## src/hw/rtl/osfc_pkg.sv

```systemverilog
// ============================================================================
// osfc_pkg - shared types and constants for the observer/feedback controller
// Register codes, reset values, microcode word layout and the microprogram
// ROM that sequences the shared multiply-accumulate datapath.
// ============================================================================
package osfc_pkg;

    // Default widths (top-level parameters take these)
    localparam int COEF_WIDTH_DEF  = 16;
    localparam int STATE_WIDTH_DEF = 32;

    // Fixed field widths and scaling
    localparam int CODE_BITS   = 12;
    localparam int CODE_MAX    = (1 << CODE_BITS) - 1;
    localparam int EST_FRAC    = 12;
    localparam int RND_EST     = 1 << (EST_FRAC - 1);
    localparam int EST_OUT_W   = 16;
    localparam int EST_OUT_MAX = (1 << (EST_OUT_W - 1)) - 1;

    // Configuration port
    localparam int CFG_IDX_W  = 3;
    localparam int CFG_DATA_W = 32;

    // Register reset values (Q2.13 at default width)
    localparam int RST_A00 = 9948;
    localparam int RST_A01 = -2551;
    localparam int RST_C0  = 473;
    localparam int RST_C1  = 321;
    localparam int RST_K0  = 1176;
    localparam int RST_K1  = 7258;
    localparam int RST_KO  = 16883;
    localparam int RST_L0  = 9948;
    localparam int RST_L1  = -2551;

    // Sequencer
    localparam int PC_W    = 4;
    localparam int UC_LAST = 11;

    typedef enum logic [CFG_IDX_W-1:0] {
        CFG_A00   = 3'd0,
        CFG_A01   = 3'd1,
        CFG_C0    = 3'd2,
        CFG_C1    = 3'd3,
        CFG_K0    = 3'd4,
        CFG_K1    = 3'd5,
        CFG_KO    = 3'd6,
        CFG_GAINS = 3'd7
    } cfg_idx_t;

    // Multiplier coefficient select
    typedef enum logic [3:0] {
        CS_KO, CS_K0, CS_K1, CS_C0, CS_C1, CS_A00, CS_A01, CS_L0, CS_L1
    } coef_sel_t;

    // Multiplier data operand select
    typedef enum logic [1:0] {
        XS_REF, XS_E0, XS_E1, XS_INNOV
    } opnd_sel_t;

    // Accumulator operation on the product registered last step
    typedef enum logic [2:0] {
        ACC_NOP, ACC_LOAD, ACC_ADD, ACC_SUB, ACC_Y_SUB, ACC_US_ADD, ACC_E0_ADD
    } acc_op_t;

    // Step sequencing: advance, or emit result and stop when output is free
    typedef enum logic {
        SEQ_NEXT, SEQ_EMIT
    } seq_op_t;

    typedef struct packed {
        coef_sel_t coef;
        opnd_sel_t opnd;
        acc_op_t   acc;
        logic      save_u;      // latch drive: DAC code, clip, saturated drive
        logic      save_innov;  // latch saturated innovation
        logic      save_n0;     // latch saturated new est0
        logic      write_est;   // commit new estimates
        seq_op_t   seq;
    } ucode_t;

    // Microprogram. Each word issues one multiply and applies the
    // accumulator op to the product issued by the previous word.
    function automatic ucode_t ucode_rom(input logic [PC_W-1:0] pc);
        ucode_t w;
        begin
            unique case (pc)
                4'd0:  w = '{CS_KO,  XS_REF,   ACC_NOP,    1'b0, 1'b0, 1'b0, 1'b0, SEQ_NEXT};
                4'd1:  w = '{CS_K0,  XS_E0,    ACC_LOAD,   1'b0, 1'b0, 1'b0, 1'b0, SEQ_NEXT};
                4'd2:  w = '{CS_K1,  XS_E1,    ACC_SUB,    1'b0, 1'b0, 1'b0, 1'b0, SEQ_NEXT};
                4'd3:  w = '{CS_C0,  XS_E0,    ACC_SUB,    1'b0, 1'b0, 1'b0, 1'b0, SEQ_NEXT};
                4'd4:  w = '{CS_C1,  XS_E1,    ACC_Y_SUB,  1'b1, 1'b0, 1'b0, 1'b0, SEQ_NEXT};
                4'd5:  w = '{CS_A00, XS_E0,    ACC_SUB,    1'b0, 1'b0, 1'b0, 1'b0, SEQ_NEXT};
                4'd6:  w = '{CS_A01, XS_E1,    ACC_US_ADD, 1'b0, 1'b1, 1'b0, 1'b0, SEQ_NEXT};
                4'd7:  w = '{CS_L0,  XS_INNOV, ACC_ADD,    1'b0, 1'b0, 1'b0, 1'b0, SEQ_NEXT};
                4'd8:  w = '{CS_L1,  XS_INNOV, ACC_ADD,    1'b0, 1'b0, 1'b0, 1'b0, SEQ_NEXT};
                4'd9:  w = '{CS_KO,  XS_REF,   ACC_E0_ADD, 1'b0, 1'b0, 1'b1, 1'b0, SEQ_NEXT};
                4'd10: w = '{CS_KO,  XS_REF,   ACC_NOP,    1'b0, 1'b0, 1'b0, 1'b1, SEQ_NEXT};
                4'd11: w = '{CS_KO,  XS_REF,   ACC_NOP,    1'b0, 1'b0, 1'b0, 1'b0, SEQ_EMIT};
                default: w = '{CS_KO, XS_REF,  ACC_NOP,    1'b0, 1'b0, 1'b0, 1'b0, SEQ_EMIT};
            endcase
            return w;
        end
    endfunction

endpackage

```

## src/hw/rtl/observer_state_feedback_controller_core.sv

```systemverilog
// ============================================================================
// observer_state_feedback_controller_core - 2nd-order observer with feedback
// Computes a saturated DAC drive from a reference and the held estimate, then
// advances a fixed-point observer, on one shared microcoded multiplier.
// ============================================================================
// Usage:
//   Slave stream carries one sample per item: measured output y_code and
//   reference ref_code. Master stream returns one result item per sample:
//   DAC code, the updated estimates, and a clip flag in tuser.
//   Coefficients are written through cfg_we/cfg_index/cfg_data while the
//   block is idle; each write takes effect at the next clock edge.
//   Each item runs through the twelve-word microprogram on the single
//   coefficient-by-state multiplier; a new item is taken only once the
//   sequencer has finished the last one and gone idle.
//   The input is taken whenever the sequencer is idle, even while an earlier
//   result still waits in the output register. If the receiver stalls, the
//   sequencer holds on its final step until the output register frees up.
//   Reset clears both estimates, loads the coefficient reset values and
//   empties the output register.
// ============================================================================
module observer_state_feedback_controller_core #(
    parameter int COEF_WIDTH  = osfc_pkg::COEF_WIDTH_DEF,
    parameter int STATE_WIDTH = osfc_pkg::STATE_WIDTH_DEF
) (
    input  logic                             clk,
    input  logic                             rst_n,
    // configuration write port
    input  logic                             cfg_we,
    input  logic [osfc_pkg::CFG_IDX_W-1:0]   cfg_index,
    input  logic [osfc_pkg::CFG_DATA_W-1:0]  cfg_data,
    // sample input
    input  logic                             s_axis_tvalid,
    output logic                             s_axis_tready,
    input  logic [23:0]                      s_axis_tdata,   // y_code[11:0], ref_code[23:12]
    // result output
    output logic                             m_axis_tvalid,
    input  logic                             m_axis_tready,
    output logic [47:0]                      m_axis_tdata,   // dac_code[11:0], est0_out[27:12],
                                                             // est1_out[43:28], zero fill
    output logic                             m_axis_tuser    // clipped
);
    import osfc_pkg::*;

    localparam int CF      = COEF_WIDTH - 3;           // coefficient fraction bits
    localparam int XW      = STATE_WIDTH + 1;          // multiplier data operand
    localparam int PROD_W  = COEF_WIDTH + XW;
    localparam int PW      = PROD_W - CF;              // rounded product
    localparam int ACC_W   = STATE_WIDTH + 7;
    localparam int GAINS_W = 2 * COEF_WIDTH;
    localparam logic signed [PROD_W-1:0] RND_HALF = PROD_W'(1) <<< (CF - 1);

    // ------------------------------------------------------------------
    // Helpers
    // ------------------------------------------------------------------
    function automatic logic signed [STATE_WIDTH-1:0] sat_state(
        input logic signed [ACC_W-1:0] v
    );
        logic signed [ACC_W-1:0] hi;
        logic signed [ACC_W-1:0] lo;
        begin
            hi = ACC_W'({1'b0, {(STATE_WIDTH-1){1'b1}}});
            lo = -hi - ACC_W'(1);
            if (v > hi)
                return hi[STATE_WIDTH-1:0];
            else if (v < lo)
                return lo[STATE_WIDTH-1:0];
            else
                return v[STATE_WIDTH-1:0];
        end
    endfunction

    // round to integer code, ties up
    function automatic logic signed [ACC_W-1:0] round_int(
        input logic signed [ACC_W-1:0] v
    );
        logic signed [ACC_W-1:0] t;
        begin
            t = v + ACC_W'(RND_EST);
            return t >>> EST_FRAC;
        end
    endfunction

    function automatic logic [EST_OUT_W-1:0] est_code(
        input logic signed [STATE_WIDTH-1:0] e
    );
        logic signed [ACC_W-1:0] q;
        logic signed [ACC_W-1:0] hi;
        logic signed [ACC_W-1:0] lo;
        begin
            q  = round_int(ACC_W'(e));
            hi = ACC_W'(EST_OUT_MAX);
            lo = -hi - ACC_W'(1);
            if (q > hi)
                return hi[EST_OUT_W-1:0];
            else if (q < lo)
                return lo[EST_OUT_W-1:0];
            else
                return q[EST_OUT_W-1:0];
        end
    endfunction

    // ------------------------------------------------------------------
    // Registers
    // ------------------------------------------------------------------
    logic signed [COEF_WIDTH-1:0]  a00_reg, a01_reg, c0_reg, c1_reg;
    logic signed [COEF_WIDTH-1:0]  k0_reg, k1_reg, ko_reg, l0_reg, l1_reg;
    logic signed [STATE_WIDTH-1:0] est0_reg, est0_next;
    logic signed [STATE_WIDTH-1:0] est1_reg, est1_next;
    logic                          busy_reg, busy_next;
    logic [PC_W-1:0]               pc_reg, pc_next;
    logic                          out_valid_reg, out_valid_next;

    logic [CODE_BITS-1:0]          y_reg, ref_reg;
    logic signed [PW-1:0]          p_reg, p_next;
    logic signed [ACC_W-1:0]       acc_reg, acc_next;
    logic signed [STATE_WIDTH-1:0] us_reg, innov_reg, n0_reg;
    logic [CODE_BITS-1:0]          dac_tmp_reg;
    logic                          clip_tmp_reg;
    logic [CODE_BITS-1:0]          dac_out_reg;
    logic                          clip_out_reg;
    logic [EST_OUT_W-1:0]          est0_out_reg, est1_out_reg;

    logic [GAINS_W-1:0]            gains_ext;
    ucode_t                        uc;
    logic                          accept;
    logic                          emit;
    logic signed [COEF_WIDTH-1:0]  coef_x;
    logic signed [XW-1:0]          opnd_x;
    logic signed [PROD_W-1:0]      prod_full, prod_rnd;
    logic signed [ACC_W-1:0]       p_ext, yq, code_u;
    logic [CODE_BITS-1:0]          dac_u;
    logic                          clip_u;

    assign gains_ext = GAINS_W'(cfg_data);
    assign uc        = ucode_rom(pc_reg);
    assign accept    = s_axis_tvalid && s_axis_tready;
    assign emit      = busy_reg && (uc.seq == SEQ_EMIT) && (!out_valid_reg || m_axis_tready);

    // ------------------------------------------------------------------
    // Multiplier stage: coefficient x operand, rounded to state LSB
    // ------------------------------------------------------------------
    always_comb
    begin
        unique case (uc.coef)
            CS_KO:   coef_x = ko_reg;
            CS_K0:   coef_x = k0_reg;
            CS_K1:   coef_x = k1_reg;
            CS_C0:   coef_x = c0_reg;
            CS_C1:   coef_x = c1_reg;
            CS_A00:  coef_x = a00_reg;
            CS_A01:  coef_x = a01_reg;
            CS_L0:   coef_x = l0_reg;
            CS_L1:   coef_x = l1_reg;
            default: coef_x = ko_reg;
        endcase
        unique case (uc.opnd)
            XS_REF:   opnd_x = signed'(XW'({ref_reg, {EST_FRAC{1'b0}}}));
            XS_E0:    opnd_x = XW'(est0_reg);
            XS_E1:    opnd_x = XW'(est1_reg);
            XS_INNOV: opnd_x = XW'(innov_reg);
            default:  opnd_x = XW'(est0_reg);
        endcase
        prod_full = PROD_W'(coef_x) * PROD_W'(opnd_x);
        prod_rnd  = prod_full + RND_HALF;
        p_next    = prod_rnd[PROD_W-1:CF];
    end

    // ------------------------------------------------------------------
    // Accumulator stage
    // ------------------------------------------------------------------
    assign p_ext = ACC_W'(p_reg);
    assign yq    = signed'(ACC_W'({y_reg, {EST_FRAC{1'b0}}}));

    always_comb
    begin
        unique case (uc.acc)
            ACC_NOP:    acc_next = acc_reg;
            ACC_LOAD:   acc_next = p_ext;
            ACC_ADD:    acc_next = acc_reg + p_ext;
            ACC_SUB:    acc_next = acc_reg - p_ext;
            ACC_Y_SUB:  acc_next = yq - p_ext;
            ACC_US_ADD: acc_next = ACC_W'(us_reg) + p_ext;
            ACC_E0_ADD: acc_next = ACC_W'(est0_reg) + p_ext;
            default:    acc_next = acc_reg;
        endcase
    end

    // Drive to DAC code with clip detect
    always_comb
    begin
        code_u = round_int(acc_reg);
        clip_u = code_u[ACC_W-1] || (code_u > ACC_W'(CODE_MAX));
        if (code_u[ACC_W-1])
            dac_u = '0;
        else if (code_u > ACC_W'(CODE_MAX))
            dac_u = CODE_BITS'(CODE_MAX);
        else
            dac_u = code_u[CODE_BITS-1:0];
    end

    // ------------------------------------------------------------------
    // Sequencer and state next values
    // ------------------------------------------------------------------
    always_comb
    begin
        busy_next      = busy_reg;
        pc_next        = pc_reg;
        est0_next      = est0_reg;
        est1_next      = est1_reg;
        out_valid_next = out_valid_reg && !m_axis_tready;
        if (accept)
        begin
            busy_next = 1'b1;
            pc_next   = '0;
        end
        else if (busy_reg)
        begin
            if (uc.seq == SEQ_NEXT)
                pc_next = pc_reg + PC_W'(1);
            if (emit)
            begin
                busy_next      = 1'b0;
                out_valid_next = 1'b1;
            end
            if (uc.write_est)
            begin
                est0_next = n0_reg;
                est1_next = sat_state(acc_reg);
            end
        end
    end

    // Control state, estimates and configuration registers
    always_ff @(posedge clk or negedge rst_n)
    begin
        if (!rst_n)
        begin
            busy_reg      <= 1'b0;
            pc_reg        <= '0;
            out_valid_reg <= 1'b0;
            est0_reg      <= '0;
            est1_reg      <= '0;
            a00_reg       <= COEF_WIDTH'(RST_A00);
            a01_reg       <= COEF_WIDTH'(RST_A01);
            c0_reg        <= COEF_WIDTH'(RST_C0);
            c1_reg        <= COEF_WIDTH'(RST_C1);
            k0_reg        <= COEF_WIDTH'(RST_K0);
            k1_reg        <= COEF_WIDTH'(RST_K1);
            ko_reg        <= COEF_WIDTH'(RST_KO);
            l0_reg        <= COEF_WIDTH'(RST_L0);
            l1_reg        <= COEF_WIDTH'(RST_L1);
        end
        else
        begin
            busy_reg      <= busy_next;
            pc_reg        <= pc_next;
            out_valid_reg <= out_valid_next;
            est0_reg      <= est0_next;
            est1_reg      <= est1_next;
            if (cfg_we)
            begin
                unique case (cfg_idx_t'(cfg_index))
                    CFG_A00:   a00_reg <= cfg_data[COEF_WIDTH-1:0];
                    CFG_A01:   a01_reg <= cfg_data[COEF_WIDTH-1:0];
                    CFG_C0:    c0_reg  <= cfg_data[COEF_WIDTH-1:0];
                    CFG_C1:    c1_reg  <= cfg_data[COEF_WIDTH-1:0];
                    CFG_K0:    k0_reg  <= cfg_data[COEF_WIDTH-1:0];
                    CFG_K1:    k1_reg  <= cfg_data[COEF_WIDTH-1:0];
                    CFG_KO:    ko_reg  <= cfg_data[COEF_WIDTH-1:0];
                    CFG_GAINS:
                    begin
                        l0_reg <= gains_ext[COEF_WIDTH-1:0];
                        l1_reg <= gains_ext[GAINS_W-1:COEF_WIDTH];
                    end
                    default: ;
                endcase
            end
        end
    end

    // Datapath payload
    always_ff @(posedge clk)
    begin
        if (accept)
        begin
            y_reg   <= s_axis_tdata[11:0];
            ref_reg <= s_axis_tdata[23:12];
        end
        if (busy_reg)
        begin
            p_reg   <= p_next;
            acc_reg <= acc_next;
            if (uc.save_u)
            begin
                us_reg       <= sat_state(acc_reg);
                dac_tmp_reg  <= dac_u;
                clip_tmp_reg <= clip_u;
            end
            if (uc.save_innov)
                innov_reg <= sat_state(acc_reg);
            if (uc.save_n0)
                n0_reg <= sat_state(acc_reg);
        end
        if (emit)
        begin
            dac_out_reg  <= dac_tmp_reg;
            clip_out_reg <= clip_tmp_reg;
            est0_out_reg <= est_code(est0_reg);
            est1_out_reg <= est_code(est1_reg);
        end
    end

    // ------------------------------------------------------------------
    // Ports
    // ------------------------------------------------------------------
    assign s_axis_tready = !busy_reg;
    assign m_axis_tvalid = out_valid_reg;
    assign m_axis_tdata  = {4'b0000, est1_out_reg, est0_out_reg, dac_out_reg};
    assign m_axis_tuser  = clip_out_reg;

    // ------------------------------------------------------------------
    // Assertions
    // ------------------------------------------------------------------
    a_pc_range: assert property (@(posedge clk) disable iff (!rst_n)
        busy_reg |-> (pc_reg <= PC_W'(UC_LAST)))
        else $error("step counter ran past the microprogram");

    a_accept_start: assert property (@(posedge clk) disable iff (!rst_n)
        accept |=> (busy_reg && (pc_reg == '0)))
        else $error("accepted item did not start the microprogram");

    a_emit_from_last: assert property (@(posedge clk) disable iff (!rst_n)
        $rose(m_axis_tvalid) |-> $past(busy_reg && (pc_reg == PC_W'(UC_LAST))))
        else $error("result raised outside the final step");

    a_est_hold: assert property (@(posedge clk) disable iff (!rst_n)
        !(busy_reg && uc.write_est) |=> ($stable(est0_reg) && $stable(est1_reg)))
        else $error("estimate changed outside the commit step");

endmodule
```

## config.mk

```make
export PLATFORM = sky130hd
export DESIGN_NAME = observer_state_feedback_controller_core
export DESIGN_NICKNAME = d
export VERILOG_FILES = /design/src/hw/rtl/osfc_pkg.sv /design/src/hw/rtl/observer_state_feedback_controller_core.sv
export SDC_FILE = /design/constraint.sdc
export NUM_CORES = 2
export LEC_CHECK = 0
export BUFFER_PORTS_ARGS = -buffer_cell sky130_fd_sc_hd__buf_2
export CAP_MARGIN = 25
export CORE_ASPECT_RATIO = 0.8
export CORE_MARGIN = 5
export CORE_UTILIZATION = 59
export DETAILED_ROUTE_END_ITERATION = 7
export PLACE_DENSITY = 0.79
export SLEW_MARGIN = 20
export SYNTH_ARGS = -nofsm -noshare
export SYNTH_HDL_FRONTEND = slang
export SYNTH_SLANG_ARGS = --single-unit
```

## constraint.sdc

```tcl
create_clock -name clk -period 8.1 [get_ports clk]
set_input_delay 0.81 -clock clk [delete_from_list [all_inputs] [get_ports clk]]
set_output_delay 0.81 -clock clk [all_outputs]
set_load 0.05 [all_outputs]
```

==> impl_metrics.yaml <==
drt:
  initialDrtViolationCount: 4061
  drc: 0
  vias: 37600
  first_pass_iters: 6
  wire_per_inst_um: 23.4
  wl_mm: 143
  via_per_inst: 6.14
  ant_nets: 0
clock_network:
  cts_buffers: 49
  clkTransAtPathRegs_ns: 0.07
  htree_levels: 2
  cts_tree: "yes"
  clock-root-buffer: "clkbuf_16"
  insertion_delay_ns: 0.64
  postCtsHoldBufs: 0
  cts_sinks: 467
  clockBufferDepth: 3
setup_path:
  crit_slowest_cell: "fa_1"
  startpoint_type: "flip-flop"
  critPathTopFamily: "adder cells"
  max_stage_delay_ns: 0.58
  r2r_start: "pc_reg[0]"
  timing.critical_path.buf_inv: 6
  critPathRequiredTime_ns: 8.60
  startpoint: "pc_reg[0]"
  worstPathMaxFanout: 5
  end_kind: "flip-flop"
  path_common_cell: "fa_1"
  critPathKind: "flip-flop to flip-flop"
  cp_data_arrival_time_ns: 8.72
logic_synthesis:
  yosysTopAreaCell: "fa_1"
  netlist_area_um2: 45400
  ys_async_sr_fraction: 0.458
  synth_area_leaders: "fa_1, edfxtp_1, dfrtp_1"
  synth_edf_count: 253
  synthDistinctLibCells: 96
  synth-main-ff-cell: "edfxtp_1"
  yosys.area.top_type_share: 0.218
  yosysSeqAreaShare: 0.287
  synth_seq_cells: 467
  ys_warn_count: 0
  syn_area_per_cell_um2: 9.82
  syn_inst: 4617
global_routing:
  grt_max_degree: 77
  gr-total-overflow: 0
  grt_pass1_vias: 37600
  grtUsageTotal: 0.336
  grt_first_pass_wirelength_mm: 217
  grt_antenna_before_repair: 1
sta:
  worst_pin_slew_ns: 1.02
  fin_crit_ns: 8.23
  fin_crit_sh: 1.02
  skew_ns: 0.0695
  final_max_slew_viol_count: 0
  final_hold_viol_count: 0
  fmax_mhz: 122
  setup_ws_ns: -0.126
  slew_headroom: 0.319
  setup_viol: 5
  rsz0062_at_grt: "true"
layout:
  ff_latch_area_um2: 13000
  area_growth_pct: 18.5
  largest_reg_flops: 39
  fin_util: 0.701
  final_layout_size_suffix_gt1_frac: 0.240
  final_nets: 5855
  nFillCells: 5512
  multiInputGateArea_um2: 30500
  fin_area_um2: 53700
  fin_cells: 6121
place:
  port_buffers: 110
  dp.cells: 5960
  postPlaceCellArea_um2: 50000
  place_hpwl_mm: 109
  place_ws_ns: -0.217
  gp_congestion: 0.972
die:
  rows: 91
  dieArea_um2: 82600
  start_util: 0.592
  dieWidth_um: 320
  dieHeight_um: 258
  core_um2: 76600
  io_pins: 115
run_status:
  violations: "setup timing"
  outcome: "finished, violations left"
worst_hold_path:
  hold_path.class: "input pin to async pin"
run:
  drv_cap: 0
## per-stage QoR
| stage | TNS [ns] | hold slack (ns) |
|---|---|---|
| 2_1_floorplan | 0 | 0.400 |
| 3_3_place_gp | -0.215 | 0.401 |
| 3_5_place_dp | -1.32 | 0.405 |
| 4_1_cts | 0 | 0.182 |
| 5_1_grt | -1.72 | 0.200 |
| 6_report | -0.284 | 0.169 |
## cell families (layout without fill, tap and decap cells)
group                    after synthesis  count (layout)  share of synthesized area
AO/OA/AOI/OAI                        823             823                      0.121
XOR/XNOR                             223             223                     0.0431
adder cells (fa/ha/maj)              738             738                      0.285
buffers and inverters                843            1318                     0.0704
flip-flops                           467             467                      0.287
multiplexers                         307             307                     0.0740
other                                  1               7                  0.0000827
AND/OR/NAND/NOR                     1215            1215                      0.119
## metal layers
metal	track usage	part of all wire	wire length (um)	up-vias
met2	0.496	0.43	61400	2147
met1	0.497	0.40	57800	18700
met5	0	0	0	-
met3	0.0876	0.13	19200	309
li1	-	-	-	16400
met4	0.0928	0.033	4710	0
## layout by cell type (no fill, tap or decap), types with 17 or more instances in the layout
master     count
nor2_1       386
mux2_2       212
o21bai_1      18
mux2i_1       71
buf_2        109
buf_4        361
a221oi_1      17
a21o_1        94
xnor2_1      126
nand4_1       34
inv_1        637
fa_1         457
nand2b_1      29
nor2b_1       21
nand3_1       61
fa_2          37
o21ai_1       17
nand2_1      426
dfstp_2       60
buf_12        41
and2_1        24
xor2_1        91
nor2_2        30
o21ai_0      153
dfrtp_1      150
o31ai_1       20
buf_6         39
clkbuf_16     53
ha_1         217
ha_4          23
o21a_1        29
a31oi_1       25
a21oi_1      188
edfxtp_1     253
inv_2         24
o211ai_1      19
nor3_1        63
## repair_timing
action | in CTS | in global routing
resized for setup | 111 | 210
endpoints found under the setup margin | 12 | 23
cloned | 4 | 2
pin swaps | 60 | 125
hold endpoints to repair | 0 | 0
setup buffers | 25 | 40
## cells in the mapped netlist (all sizes together) (23+ instances only)
master,instances
a211oi,26
a21o,94
a21oi,205
a31oi,31
and2,27
clkbuf,158
dfrtp,154
dfstp,60
edfxtp,253
fa,494
ha,243
inv,665
mux2,225
mux2i,82
nand2,441
nand2b,30
nand3,66
nand4,34
nor2,422
nor2b,23
nor3,66
o21a,41
o21ai,188
o31ai,23
xnor2,131
xor2,92
## final cells by class
cell class,instances,share of cell area
Multi-Input combinational cell,3310,0.567
Clock inverter,24,0.00531
Tap cell,1023,0.0238
Timing Repair Buffer,561,0.0884
Sequential cell,467,0.243
Antenna cell,3,0.000140
Inverter,665,0.0467
Clock buffer,68,0.0261
## worst paths after layout
path	to	slack (ns)	depth (start not counted)
setup reg to reg	p_reg[31]	-0.13	28
max in group asynchronous	busy_reg	6.60	2
hold / removal	k0_reg[12]	0.17	1
hold reg to reg	dac_out_reg[4]	0.42	0
setup / recovery	p_reg[31]	-0.13	28
min in group clk	ref_reg[6]	0.34	1
Power is left out: the tool's default activity adds up to more than one toggle a clock period on the data nets, which glitch-free logic cannot reach.
